### src/gre_pkg.sv
// ----------------------------------------------------------------------------
// gre_pkg
// Shared constants and controller/datapath handshake types for the glyph
// run-length expander.
// ----------------------------------------------------------------------------
package gre_pkg;

  localparam int PIXELS_PER_RESULT_DEF = 4;
  localparam int MAX_RESULTS           = 64;

  localparam logic [7:0] ESCAPE_CODE = 8'h41;
  localparam logic [7:0] RUN_BIAS    = 8'h40;

  localparam logic FORMAT_ESCAPE = 1'b0;
  localparam logic FORMAT_BIASED = 1'b1;

  typedef struct packed {
    logic accept;
    logic emit;
  } gre_cmd_t;

  typedef struct packed {
    logic run_pending;
    logic out_free;
    logic last_chunk;
  } gre_sts_t;

endpackage

### src/gre_ctrl.sv
// ----------------------------------------------------------------------------
// gre_ctrl
// Controller: takes one byte when idle, then emits its run chunk by chunk.
// ----------------------------------------------------------------------------
module gre_ctrl (
  input  logic              clk,
  input  logic              rst_n,
  input  logic              in_valid,
  output logic              in_stall,
  input  gre_pkg::gre_sts_t sts,
  output gre_pkg::gre_cmd_t cmd
);

  localparam logic ST_IDLE = 1'b0;
  localparam logic ST_EMIT = 1'b1;

  logic state_r;
  logic state_nxt;

  always_comb begin
    state_nxt  = state_r;
    cmd.accept = 1'b0;
    cmd.emit   = 1'b0;
    in_stall   = 1'b1;
    unique case (state_r)
      ST_IDLE: begin
        in_stall   = 1'b0;
        cmd.accept = in_valid;
        if (in_valid && sts.run_pending) begin
          state_nxt = ST_EMIT;
        end
      end
      ST_EMIT: begin
        cmd.emit = sts.out_free;
        if (sts.out_free && sts.last_chunk) begin
          state_nxt = ST_IDLE;
        end
      end
      default: state_nxt = ST_IDLE;
    endcase
  end

  always_ff @(posedge clk) begin
    if (!rst_n) begin
      state_r <= ST_IDLE;
    end else begin
      state_r <= state_nxt;
    end
  end

endmodule

### src/gre_dpath.sv
// ----------------------------------------------------------------------------
// gre_dpath
// Datapath: byte decode, glyph state, run counter and output register.
// ----------------------------------------------------------------------------
module gre_dpath #(
  parameter int PIXELS_PER_RESULT = gre_pkg::PIXELS_PER_RESULT_DEF
) (
  input  logic              clk,
  input  logic              rst_n,
  input  logic              cfg_valid,
  input  logic              cfg_data,
  input  logic [7:0]        in_code_byte,
  input  logic              in_glyph_start,
  input  logic [15:0]       in_glyph_pixels,
  output logic              out_valid,
  input  logic              out_stall,
  output logic [7:0]        out_pixel_level,
  output logic [2:0]        out_repeat_count,
  output logic              out_glyph_done,
  output logic              out_run_end,
  input  gre_pkg::gre_cmd_t cmd,
  output gre_pkg::gre_sts_t sts
);

  localparam int RUN_CAP = gre_pkg::MAX_RESULTS * PIXELS_PER_RESULT;

  logic        fmt_r;
  logic        awaiting_r, awaiting_nxt;
  logic [7:0]  last_level_r, last_level_nxt;
  logic [15:0] pixels_left_r, pixels_left_nxt;
  logic [7:0]  rem_r, rem_nxt;
  logic        out_valid_r, out_valid_nxt;
  logic [7:0]  out_level_r;
  logic [2:0]  out_count_r;
  logic        out_done_r;
  logic        out_end_r;

  logic [15:0] pl_eff;
  logic        aw_eff;
  logic [7:0]  ll_eff;
  logic [7:0]  run_len;
  logic [7:0]  clip_pix;
  logic [7:0]  clip_len;
  logic [7:0]  chunk;

  // decode of the byte on the input
  always_comb begin
    pl_eff       = in_glyph_start ? in_glyph_pixels : pixels_left_r;
    aw_eff       = in_glyph_start ? 1'b0 : awaiting_r;
    ll_eff       = in_glyph_start ? 8'h00 : last_level_r;
    awaiting_nxt = aw_eff;
    last_level_nxt = ll_eff;
    run_len      = 8'h00;
    if (pl_eff != 16'h0000) begin
      if (aw_eff) begin
        awaiting_nxt = 1'b0;
        run_len      = in_code_byte;
      end else if (fmt_r == gre_pkg::FORMAT_ESCAPE &&
                   in_code_byte == gre_pkg::ESCAPE_CODE) begin
        awaiting_nxt = 1'b1;
      end else if (fmt_r == gre_pkg::FORMAT_BIASED &&
                   in_code_byte >= gre_pkg::ESCAPE_CODE) begin
        run_len = in_code_byte - gre_pkg::RUN_BIAS;
      end else begin
        last_level_nxt = in_code_byte;
        run_len        = 8'h01;
      end
    end
    clip_pix = (pl_eff < {8'h00, run_len}) ? pl_eff[7:0] : run_len;
    clip_len = ({2'b00, clip_pix} > 10'(RUN_CAP)) ? 8'(RUN_CAP) : clip_pix;
  end

  assign chunk = (rem_r < 8'(PIXELS_PER_RESULT)) ? rem_r : 8'(PIXELS_PER_RESULT);

  always_comb begin
    pixels_left_nxt = pixels_left_r;
    rem_nxt         = rem_r;
    if (cmd.accept) begin
      pixels_left_nxt = pl_eff;
      rem_nxt         = clip_len;
    end else if (cmd.emit) begin
      pixels_left_nxt = pixels_left_r - {8'h00, chunk};
      rem_nxt         = rem_r - chunk;
    end
    if (cmd.emit) begin
      out_valid_nxt = 1'b1;
    end else begin
      out_valid_nxt = out_valid_r && out_stall;
    end
  end

  assign sts.run_pending = clip_len != 8'h00;
  assign sts.out_free    = !out_valid_r || !out_stall;
  assign sts.last_chunk  = rem_r <= 8'(PIXELS_PER_RESULT);

  always_ff @(posedge clk) begin
    if (!rst_n) begin
      fmt_r         <= gre_pkg::FORMAT_BIASED;
      awaiting_r    <= 1'b0;
      last_level_r  <= 8'h00;
      pixels_left_r <= 16'h0000;
      out_valid_r   <= 1'b0;
    end else begin
      if (cfg_valid) begin
        fmt_r <= cfg_data;
      end
      if (cmd.accept) begin
        awaiting_r   <= awaiting_nxt;
        last_level_r <= last_level_nxt;
      end
      pixels_left_r <= pixels_left_nxt;
      out_valid_r   <= out_valid_nxt;
    end
  end

  always_ff @(posedge clk) begin
    rem_r <= rem_nxt;
    if (cmd.emit) begin
      out_level_r <= last_level_r;
      out_count_r <= chunk[2:0];
      out_done_r  <= pixels_left_r == {8'h00, chunk};
      out_end_r   <= rem_r == chunk;
    end
  end

  assign out_valid        = out_valid_r;
  assign out_pixel_level  = out_level_r;
  assign out_repeat_count = out_count_r;
  assign out_glyph_done   = out_done_r;
  assign out_run_end      = out_end_r;

endmodule

### src/glyph_run_length_expander_core.sv
// ----------------------------------------------------------------------------
// glyph_run_length_expander_core
// Expands compressed glyph bytes into pixel levels with repeat counts.
// ----------------------------------------------------------------------------
// One byte is taken at a time. A byte that yields no result (escape, zero
// run, finished glyph) leaves the controller idle; a byte that yields N
// results is taken first and its N results follow, N = ceil(run / 4) for
// the default PIXELS_PER_RESULT, so a literal yields one result and the
// longest run 64. The run counter in the datapath emits one result per cycle
// through the output register while out_stall does not hold it. cfg_data selects the format
// (0 escape plus length byte, 1 biased run bytes) and is always ready.
module glyph_run_length_expander_core #(
  parameter int PIXELS_PER_RESULT = gre_pkg::PIXELS_PER_RESULT_DEF
) (
  input  logic        clk,
  input  logic        rst_n,
  input  logic        cfg_valid,
  output logic        cfg_ready,
  input  logic        cfg_data,
  input  logic        in_valid,
  output logic        in_stall,
  input  logic [7:0]  in_code_byte,
  input  logic        in_glyph_start,
  input  logic [15:0] in_glyph_pixels,
  output logic        out_valid,
  input  logic        out_stall,
  output logic [7:0]  out_pixel_level,
  output logic [2:0]  out_repeat_count,
  output logic        out_glyph_done,
  output logic        out_run_end
);

  gre_pkg::gre_cmd_t cmd;
  gre_pkg::gre_sts_t sts;

  assign cfg_ready = 1'b1;

  gre_ctrl u_ctrl (
    .clk      (clk),
    .rst_n    (rst_n),
    .in_valid (in_valid),
    .in_stall (in_stall),
    .sts      (sts),
    .cmd      (cmd)
  );

  gre_dpath #(
    .PIXELS_PER_RESULT (PIXELS_PER_RESULT)
  ) u_dpath (
    .clk              (clk),
    .rst_n            (rst_n),
    .cfg_valid        (cfg_valid),
    .cfg_data         (cfg_data),
    .in_code_byte     (in_code_byte),
    .in_glyph_start   (in_glyph_start),
    .in_glyph_pixels  (in_glyph_pixels),
    .out_valid        (out_valid),
    .out_stall        (out_stall),
    .out_pixel_level  (out_pixel_level),
    .out_repeat_count (out_repeat_count),
    .out_glyph_done   (out_glyph_done),
    .out_run_end      (out_run_end),
    .cmd              (cmd),
    .sts              (sts)
  );

endmodule

### config.mk
export PLATFORM = sky130hd
export DESIGN_NAME = glyph_run_length_expander_core
export DESIGN_NICKNAME = d
export VERILOG_FILES = /design/src/gre_pkg.sv /design/src/gre_ctrl.sv /design/src/gre_dpath.sv /design/src/glyph_run_length_expander_core.sv
export SDC_FILE = /design/constraint.sdc
export NUM_CORES = 1
export LEC_CHECK = 0
export BUFFER_PORTS_ARGS = -buffer_cell sky130_fd_sc_hd__buf_2
export CORE_ASPECT_RATIO = 0.7
export CORE_MARGIN = 10
export CORE_UTILIZATION = 25
export CTS_CLUSTER_DIAMETER = 60
export DETAILED_ROUTE_END_ITERATION = 7
export PLACE_DENSITY = 0.4
export SLEW_MARGIN = 30
export SYNTH_ARGS = -nofsm -noshare
export SYNTH_HDL_FRONTEND = slang
export SYNTH_SLANG_ARGS = --single-unit
### constraint.sdc
create_clock -name clk -period 4.8 [get_ports clk]
set_clock_uncertainty 0.05 [all_clocks]
set_input_delay 0.24 -clock clk [delete_from_list [all_inputs] [get_ports clk]]
set_output_delay 0.24 -clock clk [all_outputs]
set_load 0.03 [all_outputs]
# After elaboration in Yosys (flattened, before gate mapping)
# Index checks and enable logic that the tools add are counted.
[word_totals]
mem_bits_rw = 0
ff_bits = 49
memories = 0
in_bits = 31
mem_bits_ro = 0
latch_bits = 0
output_inout_bits = 16
elab_cells = 61
[op_classes]
mux = 27
add_sub_neg = 3
n_eq_ne = 3
shifts = 0
n_bitwise = 2
n_mul = 0
magnitude_cmp = 4
div = 0
n_reduce_logical = 11
[op_table]
columns = ["op", "n"]
rows = [
  ["2-to-1 mux 8 bit", 13],
  ["2-to-1 mux 16 bit", 3],
  ["== test 16 x 8 -> 1 bit", 1],
  ["less-than comparator 16 x 8 -> 1 bit", 1],
  ["nonzero test 16 bit", 1],
  ["subtractor 16 x 8 -> 16 bit", 1],
  ["2-to-1 mux 1 bit", 10],
  ["== test 8 x 7 -> 1 bit, second input constant", 1],
  ["== test 8 bit", 1],
  [">= comparator 8 x 7 -> 1 bit, second input constant", 1],
  ["<= comparator 8 x 3 -> 1 bit, second input constant", 1],
  ["less-than comparator 8 x 3 -> 1 bit, second input constant", 1],
  ["nonzero test 8 bit", 1],
  ["subtractor 8 x 7 -> 8 bit, second input constant", 1],
  ["subtractor 8 bit", 1],
  ["logical AND 1 bit", 5],
  ["zero test 1 bit", 2],
  ["NOT 1 bit", 2],
  ["case mux 1 bit (2 select lines)", 1],
  ["nonzero test 2 bit", 1],
  ["logical OR 1 bit", 1],
]

# Logic depth before layout (Yosys ltp)
# Gate-level depths: netlist of the first run.
[depth]
ltp_word = 12
mapped_depth = 14
mapped_depth_nobuf = 14

# Modules after synthesis
# Synthesis of the first run repeated with hierarchy kept, for this count alone.
[unflattened]
hier_cells = 369
hier_area_um2 = 3337.0
[by_module_without_submodules]
columns = ["module", "instances", "seq_area_each_um2", "cells_per_inst", "area_each_um2"]
rows = [
  ["gre_dpath", 1, 1171.1, 361, 3271.9],
  ["gre_ctrl", 1, 20.0, 6, 53.8],
  ["glyph_run_length_expander_core", 1, 0.0, 2, 11.3],
]

# Least setup slack after synthesis of the first run
# OpenSTA, ideal clock, no wires.
[synth_path]
path_type = "reg2reg"
start = "reg u_dpath.pixels_left_r[9]"
end = "reg u_dpath.rem_r[6], data pin"
period_less_slack_ns = 3.482
setup_ns = 0.262
setup_slack_ns = 1.318
arrival_time_ns = 3.171
t_required_ns = 4.488
path_buffers = 0
path_stages_with_launch = 13
path_cell_list = "dfxtp_1 -> or4_4 -> or3_4 -> a211oi_4 -> nor2_1 -> nand2_1 -> ha_1 -> a21oi_1 -> nand2_1 -> a221o_1 -> or3_1 -> mux2i_1 -> a211oi_1"
[synth_via]
elab_chain_cells = 6
[synth_lines]
columns = ["item", "line", "rtl"]
rows = [
  ["start, declared", "gre_dpath.sv:30", "logic [15:0] pixels_left_r, pixels_left_nxt;"],
  ["start signal, assigned", "gre_dpath.sv:111", "pixels_left_r <= pixels_left_nxt;"],
  ["2-to-1 mux 16 bit *", "gre_dpath.sv:48", "pl_eff = in_glyph_start ? in_glyph_pixels : pixels_left_r;"],
  ["nonzero test 16 bit", "gre_dpath.sv:54", "if (pl_eff != 16'h0000) begin"],
  ["2-to-1 mux 8 bit", "gre_dpath.sv:54", ""],
  ["less-than comparator 16 x 8 -> 1 bit", "gre_dpath.sv:69", "clip_pix = (pl_eff < {8'h00, run_len}) ? pl_eff[7:0] : run_len;"],
  ["2-to-1 mux 8 bit *", "gre_dpath.sv:69", ""],
  ["2-to-1 mux 8 bit *", "gre_dpath.sv:78", "if (cmd.accept) begin"],
  ["via u_dpath.rem_nxt[6]", "gre_dpath.sv:31", "logic [7:0] rem_r, rem_nxt;"],
  ["end signal, assigned", "gre_dpath.sv:117", "rem_r <= rem_nxt;"],
  ["end, declared", "gre_dpath.sv:31", ""],
]
# The timed path passes the listed nets; every way through them passes the cells marked *.
# A chain may end at the register's enable or synchronous reset.

# Final worst setup path of the first run
[layout_path]
start = "reg u_dpath.pixels_left_r[9]"
end = "reg u_dpath.rem_r[3], data pin"
# The elaborated chain is that of the path after synthesis.

==> results.yml, run 1 <==
routing:
  ant_nets: 0
  dr.pass1.iters: 5
  drtIter0Drc: 260
  wire_per_inst_um: 18.1
  drc: 0
  routed_wl_um: 11400
  viasPerCell: 5.24
  dr_total_vias: 3290
global_routing:
  grt_overflow: 0
  grt_antenna_before_repair: 0
  grt_pass1_vias: 3247
  grt_usage_pct: 12.0
  grt_pass1_wl_um: 18700
  grt_max_degree: 34
yosys:
  yosys_most_used_dff: "dfxtp_1"
  synth_edf_count: 21
  yosysWarningCount: 0
  netlist_area_um2: 3460
  synthCells: 400
  synth.avg_cell_area_um2: 8.65
  yosysSeqAreaShare_pct: 34.4
  ys_async_sr_fraction_pct: 0
  synth_seq_cells: 49
  synth_cell_type_count: 68
place:
  pre_cts_ws_ns: 0.870
  place_congestion: 0.868
  place.port_buffers: 45
  dp.final_hpwl_um: 8650
finish:
  final_layout_size_suffix_gt1_share_pct: 15.8
  nets: 491
  antenna_cells: 0
  syn_to_final_growth_pct: 16.0
  fillerInstances: 1442
run_status:
  outcome: "complete, no violations"
cts:
  insertion_delay_ns: 0.29
  clockBufferDepth: 2
  htreeDepth: 2
  clk_pin_slew_ns: 0.07
  cts_made_buffers: 5
  post_cts_buffers: 0
  clock_tree.root_cell: "clkbuf_16"
  ctsResizeCount: 0
  cts.hold.buffers_added: 0
  clkSinkCount: 49
  cts_tree: "built"
critical_path:
  worst-path-max-fanout: 8
  crit_path_frequent_cell: "nand2_1"
  crit_arrival_ns: 3.88
  crit_path_max_incr_delay_ns: 0.57
  cp-start-kind: "register"
  crit_required_ns: 4.78
  cpMaxStageDelayCell: "or4_4"
  crit_buf_inv: 0
  cp_top_family: "simple AND/OR/NAND/NOR gates"
  reg2reg_slack_ns: 0.90
  crit_type: "register to register"
  critical_path_depth: 11
  crit_path_cell_trace: "or4_4 -> or3_4 -> a211oi_4 -> nor2_1 -> nand2_1 -> ha_1 -> a21oi_1 -> nand2_1 -> a221oi_4 -> a2111oi_1 -> a221o_1"
  ff2ff_path_depth: 11
  end_kind: "register"
power_and_ir_drop:
  ir_drop_v: 0.000115
  pwr_density_cell_nw_per_um2: 481
  p_leak_nw: 1.55
sta:
  period_needed_ns: 3.90
  fmax_mhz: 256
  fin_worst_hold_slack_ns: 0.111
  setup_tns_ns: 0
  setup_viol: 0
  timing.final.max_slew_violations: 0
  maxSlewHeadroom_pct: 43.3
  worst_pin_slew_ns: 0.850
  layout_setup_ws_ns: 0.900
  finalHoldViolations: 0
  rsz0062_at_grt: "no"
  period_share_pct: 81.3
worst_hold_path:
  hold_class: "input pin to register"
  hold-path-cell-count: 2
floorplanning:
  core-area_um2: 13400
  top_level_ports: 47
  start_util_pct: 25.9
  die_w_um: 161
  rows: 35
  die_area_um2: 19000
  dieHeight_um: 118
job:
  max_cap_violations: 0
## cell usage after synthesis, types with 5 or more instances
cell      count  area, µm²
a221oi_1      6       52.6
nand2b_1      5       31.3
o22ai_1       5       31.3
mux2_2        5       56.3
a21boi_0      8       60.1
nor2_1       34        128
o21a_1        9       67.6
clkbuf_1     14       52.6
nor3_1       15       75.1
a21oi_1      16       80.1
o211ai_1      6       45.0
or3_1         6       37.5
nor4_1       13       81.3
mux2i_1       6       60.1
nand2_1      34        128
o21ai_0      31        155
edfxtp_1     21        631
ha_1         17        213
nor2b_1       9       56.3
inv_1        14       52.6
nor3b_1       5       37.5
nand3_1      13       65.1
nand4_1       5       31.3
dfxtp_1      28        561
## cells by family after synthesis
logic type,after synthesis,share of synthesized area [%]
compound gates,132,28.0
xor+xnor,4,1.01
fa+ha+maj,18,6.73
buf+inv,33,3.94
flops,49,34.4
mux,11,3.36
other cells,1,0.108
simple gates,152,22.4
## flip-flops by register name (all words and copies together), names as in the netlist, 3 cells and up
register / cells
u_dpath.pixels_left_r: 16
u_dpath.last_level_r: 8
u_dpath.out_pixel_level: 8
u_dpath.rem_r: 8
u_dpath.out_repeat_count: 3
## report_power, final
part	switching (mW)	leakage, nW	internal (mW)
combinational	0.570	1.05	0.331
clock	0.154	0.0655	0.192
sequential	0.101	0.433	0.582
total	0.826	1.55	1.11
## per-stage QoR
step	total power, mW	area (µm²)	cells	utilization [%]
after detailed placement	1.59	3880	620	29.0
after floorplan	1.32	3480	406	-
final	1.93	4010	628	30.0
after global placement	1.60	3880	620	29.0
after CTS	1.94	4010	628	30.0
after global routing	2.09	4010	628	30.0
## cell type report
type | instances | area, µm² | area share, %
flip-flops and latches | 49 | 1190 | 29.7
repair buffers | 48 | 248 | 6.17
clock buffers | 7 | 133 | 3.31
multi-input cells | 324 | 2150 | 53.7
inverters | 14 | 52.6 | 1.31
well taps | 185 | 231 | 5.77
clock inverters | 1 | 3.75 | 0.0935
## worst register-to-register path, delay by kind of cell, from the launching register on
family	cells	cell delay, ns
flip-flops	1	0.37
AND/OR/NAND/NOR	5	1.48
AO/OA/AOI/OAI	5	1.46
adder cells (fa/ha/maj)	1	0.27
## layout by cell type (no fill, tap or decap), drive strengths merged, types with 7 or more instances in the layout
cell	n
nor2	34
nand2	34
o21a	9
nor2b	9
dfxtp	28
o21ai	32
inv	14
edfxtp	21
a221oi	7
a21boi	8
nor4	13
or3	8
clkbuf	7
nand3	13
a21oi	17
nor3	15
ha	17
buf	48
conb	7
## final timing paths
kind                                endpoint                     start
setup / recovery            u_dpath.rem_r[3]  u_dpath.pixels_left_r[9]
hold reg to reg   u_dpath.out_pixel_level[6]   u_dpath.last_level_r[6]
hold / removal                 u_dpath.fmt_r                 cfg_valid
setup reg to reg            u_dpath.rem_r[3]  u_dpath.pixels_left_r[9]
## routing by layer
metal	wire length, µm	GRT usage (%)	up-vias
met1	6070	18.7	1543
li1	-	-	1617
met4	59	2.06	0
met5	0	0	-
met2	4440	16.4	126
met3	828	2.22	4
Power figures use the tool's default switching activity.
==> run 2: changes to the inputs <==
ABC_AREA = 1   (was unset)
PLACE_DENSITY = 0.42   (was 0.4)
clock period = 3.5 ns   (was 4.8 ns; I/O delays follow)
==> results.yml, run 2 <==
run_status:
  outcome: "complete, no violations"
finish:
  regMostFlops: "u_dpath.pixels_left_r"
  fillerInstances: 1439
  syn_to_final_growth_pct: 29.7
  layout_common_cells: "nand2_1, inv_1, buf_2, buf_4, nor2_1"
  antenna_cells: 0
  final_common_cell: "nand2_1"
  stdcell_area_um2: 4350
  final_layout_size_suffix_gt1_share_pct: 21.5
  nets: 624
  largest_register_ffs: 16
yosys:
  synth_edf_count: 21
  synth_area_leaders: "nand2_1, edfxtp_1, dfxtp_1, inv_1, ha_1"
  yosysTopAreaCell: "nand2_1"
  synth_seq_cells: 49
  ys_async_sr_fraction_pct: 0
  yosysSeqAreaShare_pct: 35.5
  synthCells: 487
  synth.avg_cell_area_um2: 6.89
  netlist_area_um2: 3350
  yosys_most_used_dff: "dfxtp_1"
  synth_most_common_cell: "nand2_1"
  yosysWarningCount: 0
  synth_cell_type_count: 40
  synth_commonest_cells: "nand2_1, inv_1, nor2_1"
  yosysTopAreaCellShare_pct: 19.0
floorplanning:
  core-area_um2: 13100
  die_area_um2: 18500
  start_util_pct: 25.5
  top_level_ports: 47
  rows: 35
  dieHeight_um: 117
  die_w_um: 158
power_and_ir_drop:
  p_leak_nw: 2.04
  ir_drop_v: 0.000242
  pwr_density_cell_nw_per_um2: 459
critical_path:
  worst-path-max-fanout: 5
  crit_path_cell_trace: "nor4_4 -> inv_1 -> nor2_2 -> inv_2 -> nor2_4 -> inv_2 -> nor2_4 -> inv_2 -> ha_4 -> a21oi_2 -> nand2_1 -> nand2_1 -> nand2_1 -> a21oi_2 -> nor2_2 -> o21ai_1 -> nand2_1 -> nand2_1 -> nand2_2 -> nor2_4 -> nand3_1 -> a21oi_1 -> o21ai_0 -> a31oi_1"
  crit_path_frequent_cell: "nand2_1"
  crit_buf_inv: 4
  crit_type: "register to register"
  end_kind: "register"
  ff2ff_path_depth: 24
  crit_arrival_ns: 3.46
  crit_required_ns: 3.66
  cpMaxStageDelayCell: "edfxtp_1"
  reg2reg_slack_ns: 0.20
  cp-start-kind: "register"
  r2r-start: "u_dpath.rem_r[3]"
  crit_path_max_incr_delay_ns: 0.43
  rr_endpoint: "u_dpath.pixels_left_r[15]"
  cp_top_family: "simple AND/OR/NAND/NOR gates"
sta:
  finalHoldViolations: 0
  setup_viol: 0
  timing.final.max_slew_violations: 0
  worst_pin_slew_ns: 0.906
  fin_worst_hold_slack_ns: 0.0213
  maxSlewHeadroom_pct: 39.5
  fmax_mhz: 303
  period_share_pct: 94.2
  period_needed_ns: 3.30
cts:
  insertion_delay_ns: 0.29
  clockBufferDepth: 2
  clock_tree.root_cell: "clkbuf_16"
  clk_pin_slew_ns: 0.07
  cts_tree: "built"
  cts_made_buffers: 5
  cts.hold.buffers_added: 0
  clkSinkCount: 49
  htreeDepth: 2
global_routing:
  grt_pass1_wl_um: 16900
  grt_use_met3_pct: 2.92
  grt_most_used_layer: "met1"
  grt_antenna_before_repair: 0
  grt.met1_usage_pct: 17.1
  use_met2_pct: 16.4
  grt_overflow: 0
  grt_max_degree: 24
  grt_pass1_vias: 3276
  grt_usage_pct: 11.5
routing:
  drtIter0Drc: 248
  wire_per_inst_um: 14.3
  drc: 0
  dr.pass1.iters: 5
  routed_wl_um: 10600
  dr_total_vias: 3379
  viasPerCell: 4.55
  ant_nets: 0
place:
  dp.final_hpwl_um: 8040
  placed_cell_area_um2: 4070
  place.port_buffers: 45
  place_congestion: 0.857
worst_hold_path:
  hold_class: "input pin to register"
  min_to: "u_dpath.fmt_r"
  hp-start: "cfg_valid"
  hold-path-cell-count: 2
job:
  max_cap_violations: 0
==> run 2: cell types whose count changed in the layout (fill, tap and decap cells not counted), moves of 7 or more <==
cell,previous run,this run
a21oi_1,16,26
nand2_1,34,168
buf_4,3,41
nor4_1,13,0
inv_1,14,54
nor3_1,15,2
o21a_1,9,0
o21ai_0,31,24
a31oi_1,4,13
a21boi_0,8,0
nor2b_1,9,0
==> run 2: metrics by stage <==
step / setup TNS, ns / utilization (%) / std cells / total power, mW / setup slack, ns
6_report: 0 / 33.1 / 742 / 2.00 / 0.204
5_1_grt: -0.0619 / 33.1 / 742 / 2.14 / -0.0350
4_1_cts: 0 / 32.2 / 738 / 1.96 / 0.0211
3_5_place_dp: -0.162 / 31.0 / 730 / 1.42 / -0.0810
3_3_place_gp: -0.0386 / 31.0 / 730 / 1.42 / -0.0295
2_1_floorplan: 0 / - / 493 / 1.17 / 0.222
==> run 2: area by class of cell <==
class                   instances  area [µm²]  area share [%]
inverters                      60         225            5.18
repair buffers                 88         573            13.2
flip-flops and latches         49        1190            27.4
clock buffers                   6         150            3.45
clock inverters                 2        11.3           0.259
well taps                     166         208            4.77
multi-input cells             371        1990            45.8
==> run 2: how the worst max path moves through the flow <==
stage	from	endpoint	slack, ns	cells past startpoint
after global routing	u_dpath.rem_r[3]	u_dpath.pixels_left_r[13]	-0.04	24
after global placement	u_dpath.rem_r[6]	u_dpath.pixels_left_r[15]	-0.03	24
after detailed placement	u_dpath.rem_r[6]	u_dpath.pixels_left_r[15]	-0.08	24
after CTS	u_dpath.rem_r[6]	u_dpath.pixels_left_r[13]	0.02	24
after floorplan	u_dpath.rem_r[4]	u_dpath.pixels_left_r[13]	0.22	24
final	u_dpath.rem_r[3]	u_dpath.pixels_left_r[15]	0.20	24
==> run 2: what timing repair did <==
action                     in CTS  in global routing
setup endpoints to repair       2                  9
gates resized for setup         2                 26
pin swaps                       0                 12
buffers inserted                0                  4
==> run 2: worst reg2reg max path: stages, from the launching register on <==
cell and delay (ns):
edfxtp_1 0.43, nor4_4 0.30, inv_1 0.11, nor2_2 0.14, inv_2 0.07, nor2_4 0.12
inv_2 0.07, nor2_4 0.11, inv_2 0.05, ha_4 0.15, a21oi_2 0.12, nand2_1 0.08
nand2_1 0.07, nand2_1 0.07, a21oi_2 0.18, nor2_2 0.06, o21ai_1 0.15, nand2_1 0.10
nand2_1 0.09, nand2_2 0.08, nor2_4 0.17, nand3_1 0.11, a21oi_1 0.14, o21ai_0 0.10
a31oi_1 0.13
==> run 2: cell families after synthesis <==
kind of cell             Yosys count  share of synthesized area [%]
AND/OR/NAND/NOR                  242                           29.5
AO/OA/AOI/OAI                     99                           18.0
buffers and inverters             73                           8.62
flip-flops                        49                           35.5
adder cells (fa/ha/maj)           18                           6.94
XOR/XNOR                           5                           1.31
other                              1                          0.112
==> run 2: report_power, final <==
part	internal, mW	total (mW)	leakage [nW]	switching, mW
clock network	0.307	0.534	0.0757	0.227
logic	0.285	0.718	1.53	0.433
registers	0.684	0.744	0.434	0.0601
total	1.28	2.00	2.04	0.720
==> run 2: metal layers <==
layer  wire length [µm]  share of wire (%)  up-vias
met1               5780                 54     1506
met4                 63               0.59        0
met5                  0                  0        -
met2               4190                 39       74
li1                   -                  -     1793
met3                585                5.5        6
==> run 3: changes to the inputs <==
CORE_UTILIZATION = 41   (was 25)
PLACE_DENSITY = 0.62   (was 0.42)
==> results.yml, run 3 (same netlist as run 2, synthesis figures left out) <==
run_status:
  outcome: "complete, no violations"
place:
  dp.final_hpwl_um: 7390
  place.port_buffers: 45
  pre_cts_ws_ns: -0.100
  place_congestion: 0.876
cts:
  insertion_delay_ns: 0.29
  clk_pin_slew_ns: 0.07
  clock_tree.root_cell: "clkbuf_16"
  clkSinkCount: 49
  cts_tree: "built"
  cts_made_buffers: 5
  htreeDepth: 2
  cts.hold.buffers_added: 0
  clockBufferDepth: 2
global_routing:
  grt_usage_pct: 15.6
  grt_pass1_wl_um: 15800
  grt_pass1_vias: 3131
  grt_overflow: 0
  grt_antenna_before_repair: 0
  grt_max_degree: 24
routing:
  dr_total_vias: 3480
  viasPerCell: 5.23
  ant_nets: 0
  routed_wl_um: 9800
  drtIter0Drc: 427
  drc: 0
  dr.pass1.iters: 5
  wire_per_inst_um: 14.7
critical_path:
  crit_type: "register to register"
  end_kind: "register"
  crit_arrival_ns: 3.52
  crit_required_ns: 3.66
  worst-path-max-fanout: 5
  reg2reg_slack_ns: 0.14
  cp-start-kind: "register"
sta:
  fmax_mhz: 298
  period_share_pct: 95.9
  timing.final.max_slew_violations: 0
  setup_viol: 0
  finalHoldViolations: 0
  setup_tns_ns: 0
  worst_pin_slew_ns: 0.852
  period_needed_ns: 3.36
  maxSlewHeadroom_pct: 43.1
  fin_worst_hold_slack_ns: 0.0257
  layout_setup_ws_ns: 0.143
finish:
  largest_register_ffs: 16
  layout_common_cells: "nand2_1, inv_1, buf_2, nor2_1, buf_4"
  syn_to_final_growth_pct: 25.0
  final_layout_size_suffix_gt1_share_pct: 19.7
  nets: 612
  final_common_cell: "nand2_1"
  regMostFlops: "u_dpath.pixels_left_r"
  final_core_utilization_pct: 53.1
  fillerInstances: 811
  antenna_cells: 0
power_and_ir_drop:
  ir_drop_v: 0.000234
  p_leak_nw: 2.00
  pwr_density_cell_nw_per_um2: 494
floorplanning:
  die_w_um: 128
  start_util_pct: 42.4
  die_area_um2: 12300
  core-area_um2: 7910
  top_level_ports: 47
  dieHeight_um: 95.7
  rows: 27
worst_hold_path:
  hold_class: "input pin to register"
job:
  max_cap_violations: 0
## run 3: repair_timing
item,4_1_cts,5_1_grt
gates resized for setup,2,21
pin swaps,0,7
buffers inserted,0,5
hold endpoints to repair,0,0
endpoints found under the setup margin,3,9
## run 3: path summary, 6_finish.rpt
kind / depth (start not counted) / start / endpoint
setup / recovery: 24 / u_dpath.rem_r[3] / u_dpath.pixels_left_r[15]
hold / removal: 2 / cfg_valid / u_dpath.fmt_r
setup reg to reg: 24 / u_dpath.rem_r[3] / u_dpath.pixels_left_r[15]
hold reg to reg: 0 / u_dpath.last_level_r[7] / u_dpath.out_pixel_level[7]
## run 3: layer usage
layer  share of wire (%)  routed length, µm  track usage, %
met4                0.94                 92            3.83
met3                 6.4                631            2.61
met1                  52               5090            23.8
met5                   0                  0               0
met2                  41               3980            21.8
## run 3: where the power goes
group / leakage, nW / total, mW / switching, mW / internal, mW
registers: 0.434 / 0.748 / 0.0636 / 0.685
logic: 1.48 / 0.690 / 0.428 / 0.262
clock network: 0.0944 / 0.633 / 0.221 / 0.412
## run 3: worst max-delay path, cell delays in order, from the launching register on
cell and delay (ns):
edfxtp_1 0.44, nor4_4 0.32, inv_1 0.12, nor2_2 0.13
inv_2 0.07, nor2_4 0.13, inv_2 0.06, nor2_2 0.11
inv_2 0.06, ha_4 0.24, nand3b_1 0.10, nand2_2 0.08
nand2_1 0.06, nand2_1 0.06, a21oi_2 0.15, nor2_1 0.07
o21ai_1 0.13, nand2_1 0.10, nand2_1 0.09, nand2_2 0.08
nor2_4 0.19, nand3_2 0.11, a21oi_2 0.14, o21ai_0 0.09
a31oi_1 0.12
## run 3: area by class of cell
| type | instances | area [µm²] | share of cell area (%) |
|---|---|---|---|
| Multi-Input combinational cell | 371 | 1970 | 47.1 |
| Sequential cell | 49 | 1190 | 28.4 |
| Timing Repair Buffer | 76 | 483 | 11.5 |
| Inverter | 60 | 225 | 5.37 |
| Tap cell | 101 | 126 | 3.01 |
| Clock buffer | 5 | 125 | 2.98 |
| Clock inverter | 3 | 68.8 | 1.64 |
## run 3: metrics by stage
| step | area (µm²) | std cells | total power, mW |
|---|---|---|---|
| after CTS | 4090 | 660 | 2.02 |
| after detailed placement | 3880 | 652 | 1.38 |
| final | 4190 | 665 | 2.07 |
| after floorplan | 3380 | 493 | 1.17 |
| after global placement | 3880 | 652 | 1.37 |
| after global routing | 4190 | 665 | 2.19 |
